**config.mk**
```make
export PLATFORM = sky130hd
export DESIGN_NAME = motor_speed_pid_with_steering_flat
export DESIGN_NICKNAME = d
export VERILOG_FILES = /design/src/design/mspid_pkg.sv /design/src/design/mspid_if.sv /design/src/design/mspid_ctrl.sv /design/src/design/mspid_dp.sv /design/src/design/motor_speed_pid_with_steering.sv /design/src/flat_wrapper.sv
export SDC_FILE = /design/constraint.sdc
export NUM_CORES = 2
export LEC_CHECK = 0
export BUFFER_PORTS_ARGS = -buffer_cell sky130_fd_sc_hd__buf_2
export CAP_MARGIN = 10
export CORE_MARGIN = 2
export CORE_UTILIZATION = 60
export CTS_BUF_LIST = sky130_fd_sc_hd__clkbuf_4 sky130_fd_sc_hd__clkbuf_8
export DETAILED_ROUTE_END_ITERATION = 8
export GPL_TIMING_DRIVEN = 0
export PLACE_DENSITY = 0.9
export SLEW_MARGIN = 20
export SYNTH_ARGS = -nofsm -noshare
export SYNTH_HDL_FRONTEND = slang
export SYNTH_SLANG_ARGS = --single-unit
```
**constraint.sdc**
```tcl
create_clock -name clk_i -period 11.45 [get_ports clk_i]
set_input_delay 2.29 -clock clk_i [delete_from_list [all_inputs] [get_ports clk_i]]
set_output_delay 2.29 -clock clk_i [all_outputs]
set_load 0.05 [all_outputs]
```
**src/design/mspid_pkg.sv**
```systemverilog
// shared types, constants and reset values for the pid speed controller
package mspid_pkg;

  localparam int TickW    = 16;
  localparam int TargetW  = 14;
  localparam int AngleW   = 10;
  localparam int GainW    = 24;
  localparam int PulseW   = 16;
  localparam int MeasW    = 24;
  localparam int ErrW     = 32;
  localparam int SumW     = 40;
  localparam int CfgIdxW  = 4;
  localparam int CfgDataW = 24;
  localparam int MulW     = 32;
  localparam int ProdW    = 64;

  localparam logic [GainW-1:0]  PropGainRst   = 24'd78643;
  localparam logic [GainW-1:0]  IntegGainRst  = 24'd32768;
  localparam logic [GainW-1:0]  DerivGainRst  = 24'd655;
  localparam logic [PulseW-1:0] PulseMinRst   = 16'd1000;
  localparam logic [PulseW-1:0] PulseMaxRst   = 16'd2000;
  localparam logic [PulseW-1:0] CenterRst     = 16'd1500;
  localparam logic [PulseW-1:0] SteerGainRst  = 16'd4250;
  localparam logic [PulseW-1:0] SpeedScaleRst = 16'd15841;

  // x / 100 for any 32-bit unsigned x is (x * DivMagic) >> DivShift
  localparam logic [MulW-1:0]  DivMagic    = 32'h51EB_851F;
  localparam int               DivShift    = 37;
  localparam logic [MulW-1:0]  DerivScale  = 32'd100;
  localparam logic [ProdW-1:0] ProdLimit   = 64'h2000_0000_0000_0000;

  typedef enum logic [CfgIdxW-1:0] {
    RegPropGain   = 4'd0,
    RegIntegGain  = 4'd1,
    RegDerivGain  = 4'd2,
    RegPulseMin   = 4'd3,
    RegPulseMax   = 4'd4,
    RegCenter     = 4'd5,
    RegSteerGain  = 4'd6,
    RegSpeedScale = 4'd7
  } mspid_reg_e;

  typedef enum logic [4:0] {
    StIdle,
    StSpd,
    StSpdCap,
    StSteerCap,
    StErr,
    StDiv,
    StDivCap,
    StDiff,
    StDiffCap,
    StTermLo,
    StTermHi,
    StTermSum,
    StTermAcc,
    StClampHi,
    StClampLo,
    StOut
  } mspid_state_e;

  typedef enum logic [3:0] {
    OpNone,
    OpLatch,
    OpSpeedCap,
    OpSteerCap,
    OpErr,
    OpEsum,
    OpDeriv,
    OpTermLo,
    OpTermSum,
    OpTermAcc,
    OpClampHi,
    OpClampLo,
    OpOut
  } mspid_op_e;

  typedef enum logic [2:0] {
    MulNone,
    MulSpeed,
    MulSteer,
    MulDiv,
    MulDiff,
    MulTermLo,
    MulTermHi
  } mspid_mul_e;

  typedef enum logic [1:0] {
    TermProp,
    TermInteg,
    TermDeriv
  } mspid_term_e;

  typedef struct packed {
    mspid_op_e   op;
    mspid_mul_e  mul;
    mspid_term_e term;
  } mspid_cmd_t;

  typedef struct packed {
    logic target_zero;
  } mspid_stat_t;

endpackage

```
**src/design/mspid_if.sv**
```systemverilog
// valid/ready channel interfaces for input beats, result beats and register writes
interface mspid_in_if;
  import mspid_pkg::*;
  logic                      valid;
  logic                      ready;
  logic signed [TickW-1:0]   encoder_delta;
  logic signed [TargetW-1:0] speed_target;
  logic signed [AngleW-1:0]  steer_angle;
  modport source (output valid, encoder_delta, speed_target, steer_angle, input ready);
  modport sink   (input valid, encoder_delta, speed_target, steer_angle, output ready);
endinterface

interface mspid_out_if;
  import mspid_pkg::*;
  logic                    valid;
  logic                    ready;
  logic [PulseW-1:0]       motor_pulse;
  logic [PulseW-1:0]       steer_pulse;
  logic signed [MeasW-1:0] measured_speed;
  modport source (output valid, motor_pulse, steer_pulse, measured_speed, input ready);
  modport sink   (input valid, motor_pulse, steer_pulse, measured_speed, output ready);
endinterface

interface mspid_cfg_if;
  import mspid_pkg::*;
  logic                valid;
  logic                ready;
  logic [CfgIdxW-1:0]  index;
  logic [CfgDataW-1:0] data;
  modport source (output valid, index, data, input ready);
  modport sink   (input valid, index, data, output ready);
endinterface

```
**src/design/mspid_ctrl.sv**
```systemverilog
// sequencer that walks one control tick through the shared multiplier datapath
module mspid_ctrl (
  input  logic                   clk_i,
  input  logic                   rst_ni,
  input  logic                   in_valid_i,
  output logic                   in_ready_o,
  output logic                   out_valid_o,
  input  logic                   out_ready_i,
  input  mspid_pkg::mspid_stat_t stat_i,
  output mspid_pkg::mspid_cmd_t  cmd_o
);
  import mspid_pkg::*;

  mspid_state_e state_q, state_d;
  mspid_term_e  term_q, term_d;
  logic         out_valid_q, out_valid_d;

  always_ff @(posedge clk_i or negedge rst_ni) begin
    if (!rst_ni) begin
      state_q     <= StIdle;
      term_q      <= TermProp;
      out_valid_q <= 1'b0;
    end else begin
      state_q     <= state_d;
      term_q      <= term_d;
      out_valid_q <= out_valid_d;
    end
  end

  always_comb begin
    state_d     = state_q;
    term_d      = term_q;
    out_valid_d = out_valid_q && !out_ready_i;
    in_ready_o  = 1'b0;
    cmd_o.op    = OpNone;
    cmd_o.mul   = MulNone;
    cmd_o.term  = term_q;
    unique case (state_q)
      StIdle: begin
        in_ready_o = 1'b1;
        if (in_valid_i) begin
          cmd_o.op = OpLatch;
          state_d  = StSpd;
        end
      end
      StSpd: begin
        cmd_o.mul = MulSpeed;
        state_d   = StSpdCap;
      end
      StSpdCap: begin
        cmd_o.op  = OpSpeedCap;
        cmd_o.mul = MulSteer;
        state_d   = StSteerCap;
      end
      StSteerCap: begin
        cmd_o.op = OpSteerCap;
        state_d  = StErr;
      end
      StErr: begin
        cmd_o.op = OpErr;
        state_d  = stat_i.target_zero ? StOut : StDiv;
      end
      StDiv: begin
        cmd_o.mul = MulDiv;
        state_d   = StDivCap;
      end
      StDivCap: begin
        cmd_o.op = OpEsum;
        state_d  = StDiff;
      end
      StDiff: begin
        cmd_o.mul = MulDiff;
        state_d   = StDiffCap;
      end
      StDiffCap: begin
        cmd_o.op = OpDeriv;
        term_d   = TermProp;
        state_d  = StTermLo;
      end
      StTermLo: begin
        cmd_o.mul = MulTermLo;
        state_d   = StTermHi;
      end
      StTermHi: begin
        cmd_o.mul = MulTermHi;
        cmd_o.op  = OpTermLo;
        state_d   = StTermSum;
      end
      StTermSum: begin
        cmd_o.op = OpTermSum;
        state_d  = StTermAcc;
      end
      StTermAcc: begin
        cmd_o.op = OpTermAcc;
        if (term_q == TermDeriv) begin
          state_d = StClampHi;
        end else begin
          term_d  = (term_q == TermProp) ? TermInteg : TermDeriv;
          state_d = StTermLo;
        end
      end
      StClampHi: begin
        cmd_o.op = OpClampHi;
        state_d  = StClampLo;
      end
      StClampLo: begin
        cmd_o.op = OpClampLo;
        state_d  = StOut;
      end
      StOut: begin
        if (!out_valid_q || out_ready_i) begin
          cmd_o.op    = OpOut;
          out_valid_d = 1'b1;
          state_d     = StIdle;
        end
      end
      default: begin
        state_d = StIdle;
      end
    endcase
  end

  assign out_valid_o = out_valid_q;

  a_accept_starts: assert property (@(posedge clk_i) disable iff (!rst_ni)
    (in_valid_i && in_ready_o) |=> (state_q == StSpd))
    else $error("accepted beat did not start the speed product");

  a_result_from_out: assert property (@(posedge clk_i) disable iff (!rst_ni)
    $rose(out_valid_q) |-> ($past(state_q) == StOut))
    else $error("result beat raised outside the output step");

  a_last_term_clamps: assert property (@(posedge clk_i) disable iff (!rst_ni)
    (state_q == StTermAcc && term_q == TermDeriv) |=> (state_q == StClampHi))
    else $error("derivative term not followed by the clamp");

endmodule

```
**src/design/mspid_dp.sv**
```systemverilog
// datapath: config registers, shared multiplier, pid state and result registers
module mspid_dp (
  input  logic                                     clk_i,
  input  logic                                     rst_ni,
  input  logic                                     cfg_we_i,
  input  logic [mspid_pkg::CfgIdxW-1:0]            cfg_idx_i,
  input  logic [mspid_pkg::CfgDataW-1:0]           cfg_data_i,
  input  logic signed [mspid_pkg::TickW-1:0]       encoder_delta_i,
  input  logic signed [mspid_pkg::TargetW-1:0]     speed_target_i,
  input  logic signed [mspid_pkg::AngleW-1:0]      steer_angle_i,
  input  mspid_pkg::mspid_cmd_t                    cmd_i,
  output mspid_pkg::mspid_stat_t                   stat_o,
  output logic [mspid_pkg::PulseW-1:0]             motor_pulse_o,
  output logic [mspid_pkg::PulseW-1:0]             steer_pulse_o,
  output logic signed [mspid_pkg::MeasW-1:0]       measured_speed_o
);
  import mspid_pkg::*;

  // configuration registers
  logic [GainW-1:0]  prop_q, integ_q, deriv_q;
  logic [PulseW-1:0] pmin_q, pmax_q, center_q, sgain_q, scale_q;

  always_ff @(posedge clk_i or negedge rst_ni) begin
    if (!rst_ni) begin
      prop_q   <= PropGainRst;
      integ_q  <= IntegGainRst;
      deriv_q  <= DerivGainRst;
      pmin_q   <= PulseMinRst;
      pmax_q   <= PulseMaxRst;
      center_q <= CenterRst;
      sgain_q  <= SteerGainRst;
      scale_q  <= SpeedScaleRst;
    end else if (cfg_we_i) begin
      unique case (cfg_idx_i)
        RegPropGain:   prop_q   <= cfg_data_i;
        RegIntegGain:  integ_q  <= cfg_data_i;
        RegDerivGain:  deriv_q  <= cfg_data_i;
        RegPulseMin:   pmin_q   <= cfg_data_i[PulseW-1:0];
        RegPulseMax:   pmax_q   <= cfg_data_i[PulseW-1:0];
        RegCenter:     center_q <= cfg_data_i[PulseW-1:0];
        RegSteerGain:  sgain_q  <= cfg_data_i[PulseW-1:0];
        RegSpeedScale: scale_q  <= cfg_data_i[PulseW-1:0];
        default: ;
      endcase
    end
  end

  // pid state
  logic signed [SumW-1:0] esum_q;
  logic signed [ErrW-1:0] last_q;

  // working registers
  logic signed [TickW-1:0]   tick_q;
  logic signed [TargetW-1:0] tgt_q;
  logic signed [AngleW-1:0]  ang_q;
  logic signed [ErrW-1:0]    speed_q;
  logic signed [MeasW-1:0]   meas_q;
  logic [PulseW-1:0]         steer_q;
  logic signed [ErrW-1:0]    err_q;
  logic [ErrW-1:0]           dabs_q;
  logic                      dsign_q;
  logic [SumW-1:0]           dmag_q;
  logic [ProdW-1:0]          prod_q;
  logic signed [ProdW-1:0]   acc_q;
  logic [ProdW-1:0]          mul_q;

  // result registers
  logic [PulseW-1:0]       out_motor_q, out_steer_q;
  logic signed [MeasW-1:0] out_meas_q;

  // magnitudes for the unsigned multiplier
  logic [TickW:0]   tick_mag;
  logic [AngleW:0]  ang_mag;
  logic [ErrW-1:0]  err_mag;
  logic [SumW-1:0]  esum_mag;

  assign tick_mag = tick_q[TickW-1] ? ((TickW+1)'(0) - {tick_q[TickW-1], tick_q})
                                    : {1'b0, tick_q};
  assign ang_mag  = ang_q[AngleW-1] ? ((AngleW+1)'(0) - {ang_q[AngleW-1], ang_q})
                                    : {1'b0, ang_q};
  assign err_mag  = err_q[ErrW-1] ? (ErrW'(0) - err_q) : err_q;
  assign esum_mag = esum_q[SumW-1] ? (SumW'(0) - esum_q) : esum_q;

  // operands of the current pid term
  logic [SumW-1:0]  tmag;
  logic             tsign;
  logic [GainW-1:0] tgain;

  always_comb begin
    unique case (cmd_i.term)
      TermProp: begin
        tmag  = {8'd0, err_mag};
        tsign = err_q[ErrW-1];
        tgain = prop_q;
      end
      TermInteg: begin
        tmag  = esum_mag;
        tsign = esum_q[SumW-1];
        tgain = integ_q;
      end
      TermDeriv: begin
        tmag  = dmag_q;
        tsign = dsign_q;
        tgain = deriv_q;
      end
      default: begin
        tmag  = '0;
        tsign = 1'b0;
        tgain = '0;
      end
    endcase
  end

  // shared 32x32 multiplier, registered
  logic [MulW-1:0] mul_a, mul_b;

  always_comb begin
    unique case (cmd_i.mul)
      MulSpeed: begin
        mul_a = {15'd0, tick_mag};
        mul_b = {16'd0, scale_q};
      end
      MulSteer: begin
        mul_a = {21'd0, ang_mag};
        mul_b = {16'd0, sgain_q};
      end
      MulDiv: begin
        mul_a = err_mag;
        mul_b = DivMagic;
      end
      MulDiff: begin
        mul_a = dabs_q;
        mul_b = DerivScale;
      end
      MulTermLo: begin
        mul_a = tmag[MulW-1:0];
        mul_b = {8'd0, tgain};
      end
      MulTermHi: begin
        mul_a = {24'd0, tmag[SumW-1:MulW]};
        mul_b = {8'd0, tgain};
      end
      default: begin
        mul_a = '0;
        mul_b = '0;
      end
    endcase
  end

  always_ff @(posedge clk_i) begin
    mul_q <= ProdW'(mul_a) * ProdW'(mul_b);
  end

  // per-step arithmetic
  logic [ErrW-1:0]         spd_p;
  logic [29:0]             st_base, st_prod, st_sum;
  logic [32:0]             err_raw;
  logic [ErrW-1:0]         err_sat;
  logic [26:0]             quot;
  logic [SumW:0]           quot_s, esum_raw;
  logic [SumW-1:0]         esum_sat;
  logic [32:0]             diff;
  logic signed [ProdW-1:0] term_p;
  logic signed [ProdW-1:0] clamp_hi, clamp_lo;

  always_comb begin
    spd_p   = mul_q[ErrW-1:0];
    st_base = {2'b00, center_q, 12'd0};
    st_prod = {5'd0, mul_q[24:0]};
    st_sum  = ang_q[AngleW-1] ? (st_base - st_prod) : (st_base + st_prod);

    err_raw = {{11{tgt_q[TargetW-1]}}, tgt_q, 8'd0} - {speed_q[ErrW-1], speed_q};
    if (err_raw[32] != err_raw[31]) begin
      err_sat = err_raw[32] ? 32'h8000_0000 : 32'h7FFF_FFFF;
    end else begin
      err_sat = err_raw[31:0];
    end

    quot   = mul_q[ProdW-1:DivShift];
    quot_s = err_q[ErrW-1] ? ((SumW+1)'(0) - {14'd0, quot}) : {14'd0, quot};
    esum_raw = {esum_q[SumW-1], esum_q} + quot_s;
    if (esum_raw[SumW] != esum_raw[SumW-1]) begin
      esum_sat = esum_raw[SumW] ? {1'b1, 39'd0} : {1'b0, {39{1'b1}}};
    end else begin
      esum_sat = esum_raw[SumW-1:0];
    end

    diff = {err_q[ErrW-1], err_q} - {last_q[ErrW-1], last_q};

    term_p   = (prod_q > ProdLimit) ? ProdLimit : prod_q;
    clamp_hi = {24'd0, pmax_q, 24'd0};
    clamp_lo = {24'd0, pmin_q, 24'd0};
  end

  always_ff @(posedge clk_i or negedge rst_ni) begin
    if (!rst_ni) begin
      esum_q <= '0;
      last_q <= '0;
    end else begin
      unique case (cmd_i.op)
        OpErr: begin
          if (tgt_q == '0) begin
            esum_q <= '0;
          end
        end
        OpEsum: begin
          esum_q <= esum_sat;
          last_q <= err_q;
        end
        default: ;
      endcase
    end
  end

  always_ff @(posedge clk_i) begin
    unique case (cmd_i.op)
      OpLatch: begin
        tick_q <= encoder_delta_i;
        tgt_q  <= speed_target_i;
        ang_q  <= steer_angle_i;
      end
      OpSpeedCap: begin
        speed_q <= tick_q[TickW-1] ? (ErrW'(0) - spd_p) : spd_p;
        meas_q  <= tick_q[TickW-1] ? (MeasW'(0) - {1'b0, spd_p[30:8]})
                                   : {1'b0, spd_p[30:8]};
      end
      OpSteerCap: begin
        if (st_sum[29]) begin
          steer_q <= '0;
        end else if (st_sum[28]) begin
          steer_q <= '1;
        end else begin
          steer_q <= st_sum[27:12];
        end
      end
      OpErr: begin
        err_q <= err_sat;
        acc_q <= '0;
      end
      OpEsum: begin
        dsign_q <= diff[32];
        dabs_q  <= diff[32] ? ErrW'(33'd0 - diff) : diff[31:0];
      end
      OpDeriv: begin
        dmag_q <= mul_q[SumW-1:0];
      end
      OpTermLo: begin
        prod_q <= mul_q;
      end
      OpTermSum: begin
        prod_q <= prod_q + {mul_q[MulW-1:0], 32'd0};
      end
      OpTermAcc: begin
        acc_q <= tsign ? (acc_q - term_p) : (acc_q + term_p);
      end
      OpClampHi: begin
        if (acc_q > clamp_hi) begin
          acc_q <= clamp_hi;
        end
      end
      OpClampLo: begin
        if (acc_q < clamp_lo) begin
          acc_q <= clamp_lo;
        end
      end
      OpOut: begin
        out_motor_q <= (tgt_q == '0) ? center_q : acc_q[39:24];
        out_steer_q <= steer_q;
        out_meas_q  <= meas_q;
      end
      default: ;
    endcase
  end

  assign stat_o.target_zero = (tgt_q == '0);
  assign motor_pulse_o      = out_motor_q;
  assign steer_pulse_o      = out_steer_q;
  assign measured_speed_o   = out_meas_q;

  a_clamped_range: assert property (@(posedge clk_i) disable iff (!rst_ni)
    (cmd_i.op == OpOut && tgt_q != '0) |-> (acc_q[ProdW-1:40] == '0))
    else $error("clamped pid sum outside the pulse range");

  a_quot_fits: assert property (@(posedge clk_i) disable iff (!rst_ni)
    (cmd_i.op == OpEsum) |-> (mul_q[ProdW-1:62] == '0))
    else $error("error quotient wider than expected");

  a_deriv_fits: assert property (@(posedge clk_i) disable iff (!rst_ni)
    (cmd_i.op == OpDeriv) |-> (mul_q[ProdW-1:39] == '0))
    else $error("derivative product wider than expected");

endmodule

```
**src/design/motor_speed_pid_with_steering.sv**
```systemverilog
// top level of the motor speed pid controller with steering pulse
// One input beat (encoder ticks, target speed, steering angle) yields one result beat (motor
// pulse, steering pulse, measured speed). All products go through one shared 32x32 multiplier
// that a sequencer walks through up to 23 steps, and a new beat is accepted only once it is back
// in idle; an item with a zero target (stop: center pulse, integral cleared) skips the division,
// derivative, term and clamp steps; the output step waits only while an earlier result
// is still untaken. The finished result sits in an output register, so the next beat is
// accepted while the last result still waits to be taken. Registers are written through the
// config channel, which is always ready; writes are meant to happen while idle.
module motor_speed_pid_with_steering (
  input  logic     clk_i,
  input  logic     rst_ni,
  mspid_in_if.sink    in_i,
  mspid_out_if.source out_o,
  mspid_cfg_if.sink   cfg_i
);
  import mspid_pkg::*;

  // command and status between sequencer and datapath
  mspid_cmd_t  cmd;
  mspid_stat_t stat;

  // register writes never stall
  assign cfg_i.ready = 1'b1;

  // sequencer: one step per state, output beat held until taken
  mspid_ctrl u_ctrl (
    .clk_i       (clk_i),
    .rst_ni      (rst_ni),
    .in_valid_i  (in_i.valid),
    .in_ready_o  (in_i.ready),
    .out_valid_o (out_o.valid),
    .out_ready_i (out_o.ready),
    .stat_i      (stat),
    .cmd_o       (cmd)
  );

  // datapath: config, multiplier, integral and last error, result registers
  mspid_dp u_dp (
    .clk_i            (clk_i),
    .rst_ni           (rst_ni),
    .cfg_we_i         (cfg_i.valid),
    .cfg_idx_i        (cfg_i.index),
    .cfg_data_i       (cfg_i.data),
    .encoder_delta_i  (in_i.encoder_delta),
    .speed_target_i   (in_i.speed_target),
    .steer_angle_i    (in_i.steer_angle),
    .cmd_i            (cmd),
    .stat_o           (stat),
    .motor_pulse_o    (out_o.motor_pulse),
    .steer_pulse_o    (out_o.steer_pulse),
    .measured_speed_o (out_o.measured_speed)
  );

endmodule
```
**src/flat_wrapper.sv**
```systemverilog
// flat-port wrapper written by rule: the top's interface ports become plain ports
module motor_speed_pid_with_steering_flat import mspid_pkg::*;
  (clk_i, rst_ni, in_i_valid, in_i_encoder_delta, in_i_speed_target, in_i_steer_angle, in_i_ready, out_o_valid, out_o_motor_pulse, out_o_steer_pulse, out_o_measured_speed, out_o_ready, cfg_i_valid, cfg_i_index, cfg_i_data, cfg_i_ready);
  mspid_in_if in_i_i ();
  mspid_out_if out_o_i ();
  mspid_cfg_if cfg_i_i ();
  input  logic clk_i;
  input  logic rst_ni;
  input wire logic [$bits(in_i_i.valid)-1:0] in_i_valid;
  input wire logic [$bits(in_i_i.encoder_delta)-1:0] in_i_encoder_delta;
  input wire logic [$bits(in_i_i.speed_target)-1:0] in_i_speed_target;
  input wire logic [$bits(in_i_i.steer_angle)-1:0] in_i_steer_angle;
  output wire logic [$bits(in_i_i.ready)-1:0] in_i_ready;
  output wire logic [$bits(out_o_i.valid)-1:0] out_o_valid;
  output wire logic [$bits(out_o_i.motor_pulse)-1:0] out_o_motor_pulse;
  output wire logic [$bits(out_o_i.steer_pulse)-1:0] out_o_steer_pulse;
  output wire logic [$bits(out_o_i.measured_speed)-1:0] out_o_measured_speed;
  input wire logic [$bits(out_o_i.ready)-1:0] out_o_ready;
  input wire logic [$bits(cfg_i_i.valid)-1:0] cfg_i_valid;
  input wire logic [$bits(cfg_i_i.index)-1:0] cfg_i_index;
  input wire logic [$bits(cfg_i_i.data)-1:0] cfg_i_data;
  output wire logic [$bits(cfg_i_i.ready)-1:0] cfg_i_ready;
  assign in_i_i.valid = in_i_valid;
  assign in_i_i.encoder_delta = in_i_encoder_delta;
  assign in_i_i.speed_target = in_i_speed_target;
  assign in_i_i.steer_angle = in_i_steer_angle;
  assign in_i_ready = in_i_i.ready;
  assign out_o_valid = out_o_i.valid;
  assign out_o_motor_pulse = out_o_i.motor_pulse;
  assign out_o_steer_pulse = out_o_i.steer_pulse;
  assign out_o_measured_speed = out_o_i.measured_speed;
  assign out_o_i.ready = out_o_ready;
  assign cfg_i_i.valid = cfg_i_valid;
  assign cfg_i_i.index = cfg_i_index;
  assign cfg_i_i.data = cfg_i_data;
  assign cfg_i_ready = cfg_i_i.ready;
  motor_speed_pid_with_steering u_core (.clk_i(clk_i), .rst_ni(rst_ni), .in_i(in_i_i), .out_o(out_o_i), .cfg_i(cfg_i_i));
endmodule
```
==> results.yml <==
drt:
  post_drt_wl_per_cell_um: 27.1
  viasPerCell: 6.37
  drc: 0
  detailedRoute.firstPassIterationCount: 7
  first_iter_violations: 7963
  routed-via-count: 63227
  drt.antenna.violating_nets: 0
  drt-total-wl_mm: 269
critical_path:
  critPathCaptureType: "register"
  criticalPathCategory: "reg -> reg"
  cp_data_required_time_ns: 12.18
  timing.critical_path.slowest_stage_cell: "sky130_fd_sc_hd__clkbuf_1"
  crit_path_max_fanout: 10
  critPathArrivalTime_ns: 12.29
  cp_common_cell: "sky130_fd_sc_hd__fa_1"
  critical-path-max-stage-delay_ns: 0.81
  worstSetupStartpointType: "register"
floorplanning:
  area_of_the_core_region_um2: 122000
  io-pin-count: 132
  die_span_x_um: 354
  floorplan.die_area_um2: 125000
  rows: 128
  die_height_um: 354
  initial_core_util_pct: 60.4
sta:
  setup_total_negative_slack_ns: -0.402
  timing.final.ws_setup_ns: -0.112
  rsz_0062_raised_after_global_routing: "yes"
  setup-violations-final: 6
  worst_tran_pin_value_ns: 1.35
  period_needed_ns: 11.56
  final_max_slew_viol_count: 0
  layout_worst_path_cycle_share_pct: 101
  max-slew-margin-rel_pct: 9.30
  finalHoldViolations: 0
  fin_worst_skew_ns: 0.0423
  max_freq_ghz: 0.0865
clocking:
  tritoncts.num_buffers: 114
  cts.hold.buffers_added: 0
  clock_insertion_delay_worst_skew_ns: 0.88
  root_buffer: "sky130_fd_sc_hd__clkbuf_8"
  clk_path_buf_depth: 3
  cts.reportedPaths.clkPinSlew_ns: 0.07
  htree_num_levels: 3
  clock_tree_from_tritoncts: "done"
  clkSinkCount: 696
placement:
  buffer_ports.inserted: 128
  dp.final_hpwl_mm: 217
  placedCellCount: 9689
  post-place-ws_ns: -1.85
  gp_routability_congestion: 1.11
synth:
  synth_commonest_cells: "sky130_fd_sc_hd__inv_1, sky130_fd_sc_hd__nand2_1, sky130_fd_sc_hd__fa_1, sky130_fd_sc_hd__ha_1, sky130_fd_sc_hd__nor2_1"
  gate_count_after_technology_mapping: 7906
  netlist-cell-type-count: 114
  netlist_top_cells_area: "sky130_fd_sc_hd__fa_1, sky130_fd_sc_hd__edfxtp_1, sky130_fd_sc_hd__ha_1"
  proportion_of_synthesized_chip_area_in_sequential_cells_pct: 26.0
  synth-seq-cells: 696
  yosys.area.top_type: "sky130_fd_sc_hd__fa_1"
  dominantRegCellSynth: "sky130_fd_sc_hd__edfxtp_1"
  synth.net_count: 9328
  post-synth-top-area-fraction_pct: 20.3
  ys.warnings.count: 0
  synth-edff-count: 401
  syn-mean-instance-area_um2: 9.31
  most_common_cell_in_the_netlist: "sky130_fd_sc_hd__inv_1"
  mappedNetlistArea_um2: 73600
  postSynth.asyncResetShare_pct: 33.2
cells_and_area:
  fin_nets: 9612
  layoutNonFillerInstCount: 9925
  final.fill_count: 9898
  fraction_of_final_layout_cells_sized_beyond_drive_strength_1_pct: 10.7
  area_growth_pct: 8.94
status:
  run_status: "finished with violations"
  failed_checks: "setup timing"
global_route:
  grt_antenna_before_repair: 17
  grt_max_degree: 87
  grt_util_all_layers_pct: 42.6
  grt_first_pass_wirelength_mm: 395
  grt_remaining_overflow: 0
  number_of_global_route_vias_before_repair: 61847
run:
  timing.max_cap.violations: 0
hold_path:
  worst_hold_path_type: "reg -> reg"
routing by layer:
| layer | vias to the layer above | global-route usage, % | part of all wire (%) |
|---|---|---|---|
| li1 | 27150 | - | - |
| met1 | 31097 | 56.8 | 38 |
| met2 | 4102 | 62.2 | 42 |
| met3 | 868 | 13.7 | 13 |
| met4 | 10 | 22.5 | 6.5 |
| met5 | - | 0 | 0.030 |
final cells by class:
cell class / instances / area (um2) / share of cell area [%]
diodes: 11 / 27.5 / 0.0343
plain buffers: 338 / 1480 / 1.85
clock buffers: 161 / 2030 / 2.53
clock inverters: 54 / 463 / 0.578
inverters: 1095 / 4120 / 5.14
multi-input cells: 5762 / 49500 / 61.8
flip-flops and latches: 696 / 19200 / 23.9
well taps: 1625 / 2030 / 2.54
repair buffers: 183 / 1320 / 1.65
cell usage in the layout (no fill, tap or decap), drive strengths merged, types with 47 or more instances in the layout:
cell,synthesis,layout
a21o,184,184
a21oi,388,388
a221o,49,49
a31oi,70,70
and2,78,78
and3,47,47
buf,58,241
clkbuf,295,439
dfrtp,182,182
dfstp,49,49
dfxtp,64,64
edfxtp,401,401
fa,745,745
ha,604,604
inv,1091,1092
mux2,159,159
nand2,983,983
nand2b,54,54
nand3,86,86
nand4,53,53
nor2,579,579
nor2b,48,48
nor3,68,68
o21a,48,48
o21ai,375,375
o21bai,47,47
o31ai,69,69
or3,48,48
xnor2,298,298
xor2,170,170
registers in the layout (all words and copies together) (netlist names), 14 cells and up:
register,flops
u_core.u_dp.acc_q,64
u_core.u_dp.center_q,16
u_core.u_dp.dabs_q,32
u_core.u_dp.deriv_q,24
u_core.u_dp.dmag_q,40
u_core.u_dp.err_q,32
u_core.u_dp.esum_q,40
u_core.u_dp.integ_q,24
u_core.u_dp.last_q,32
u_core.u_dp.meas_q,24
u_core.u_dp.measured_speed_o,24
u_core.u_dp.motor_pulse_o,16
u_core.u_dp.mul_q,64
u_core.u_dp.pmax_q,16
u_core.u_dp.pmin_q,16
u_core.u_dp.prod_q,64
u_core.u_dp.prop_q,24
u_core.u_dp.scale_q,16
u_core.u_dp.sgain_q,16
u_core.u_dp.speed_q,32
u_core.u_dp.steer_pulse_o,16
u_core.u_dp.steer_q,16
u_core.u_dp.tgt_q,14
u_core.u_dp.tick_q,16
critical path: cells and delay by family (launching register included):
kind            cells  cell delay (ns)
xor+xnor            1             0.40
flops               1             0.37
simple gates        4             0.98
compound gates     10             2.59
fa+ha+maj           9             4.33
buf+inv            10             2.74
metrics by stage:
step           hold slack, ns  instance area (um2)  util [%]
4_1_cts                 0.415                79700      65.5
5_1_grt                 0.430                80100      65.8
3_3_place_gp            0.403                76200      62.6
2_1_floorplan           0.400                73600         -
3_5_place_dp            0.405                76900      63.1
6_report                0.413                80200      65.9
repair_timing:
item | 4_1_cts | 5_1_grt
gates resized for setup | 96 | 119
setup buffers | 10 | 15
pin swaps | 4 | 7
endpoints found under the setup margin | 41 | 21
worst paths after layout:
kind                                         from                           end  slack, ns  depth (start not counted)
min                        u_core.u_dp.steer_q[9]  u_core.u_dp.steer_pulse_o[9]       0.41                          0
max reg2reg                  u_core.u_dp.ang_q[9]         u_core.u_dp.mul_q[54]      -0.11                         34
min reg2reg                u_core.u_dp.steer_q[9]  u_core.u_dp.steer_pulse_o[9]       0.41                          0
max                          u_core.u_dp.ang_q[9]         u_core.u_dp.mul_q[54]      -0.11                         34
max in group asynchronous                  rst_ni        u_core.u_dp.scale_q[5]       8.69                          3
min in group asynchronous                  rst_ni        u_core.u_dp.esum_q[35]       1.35                          1
cell families after synthesis:
| family | count (synthesis) | synth area share, % |
|---|---|---|
| AOI/OAI and AO/OA | 1521 | 13.5 |
| xor gates and xnor gates | 468 | 5.58 |
| adders and majority gates | 1354 | 30.6 |
| buffers and inverters | 1448 | 7.47 |
| DFF | 696 | 26.0 |
| muxes | 195 | 2.92 |
| other | 1 | 0.00510 |
| and+or+nand+nor | 2223 | 13.8 |
Power is left out: the tool's default activity adds up to more than one toggle a clock period on the data nets, which glitch-free logic cannot reach.
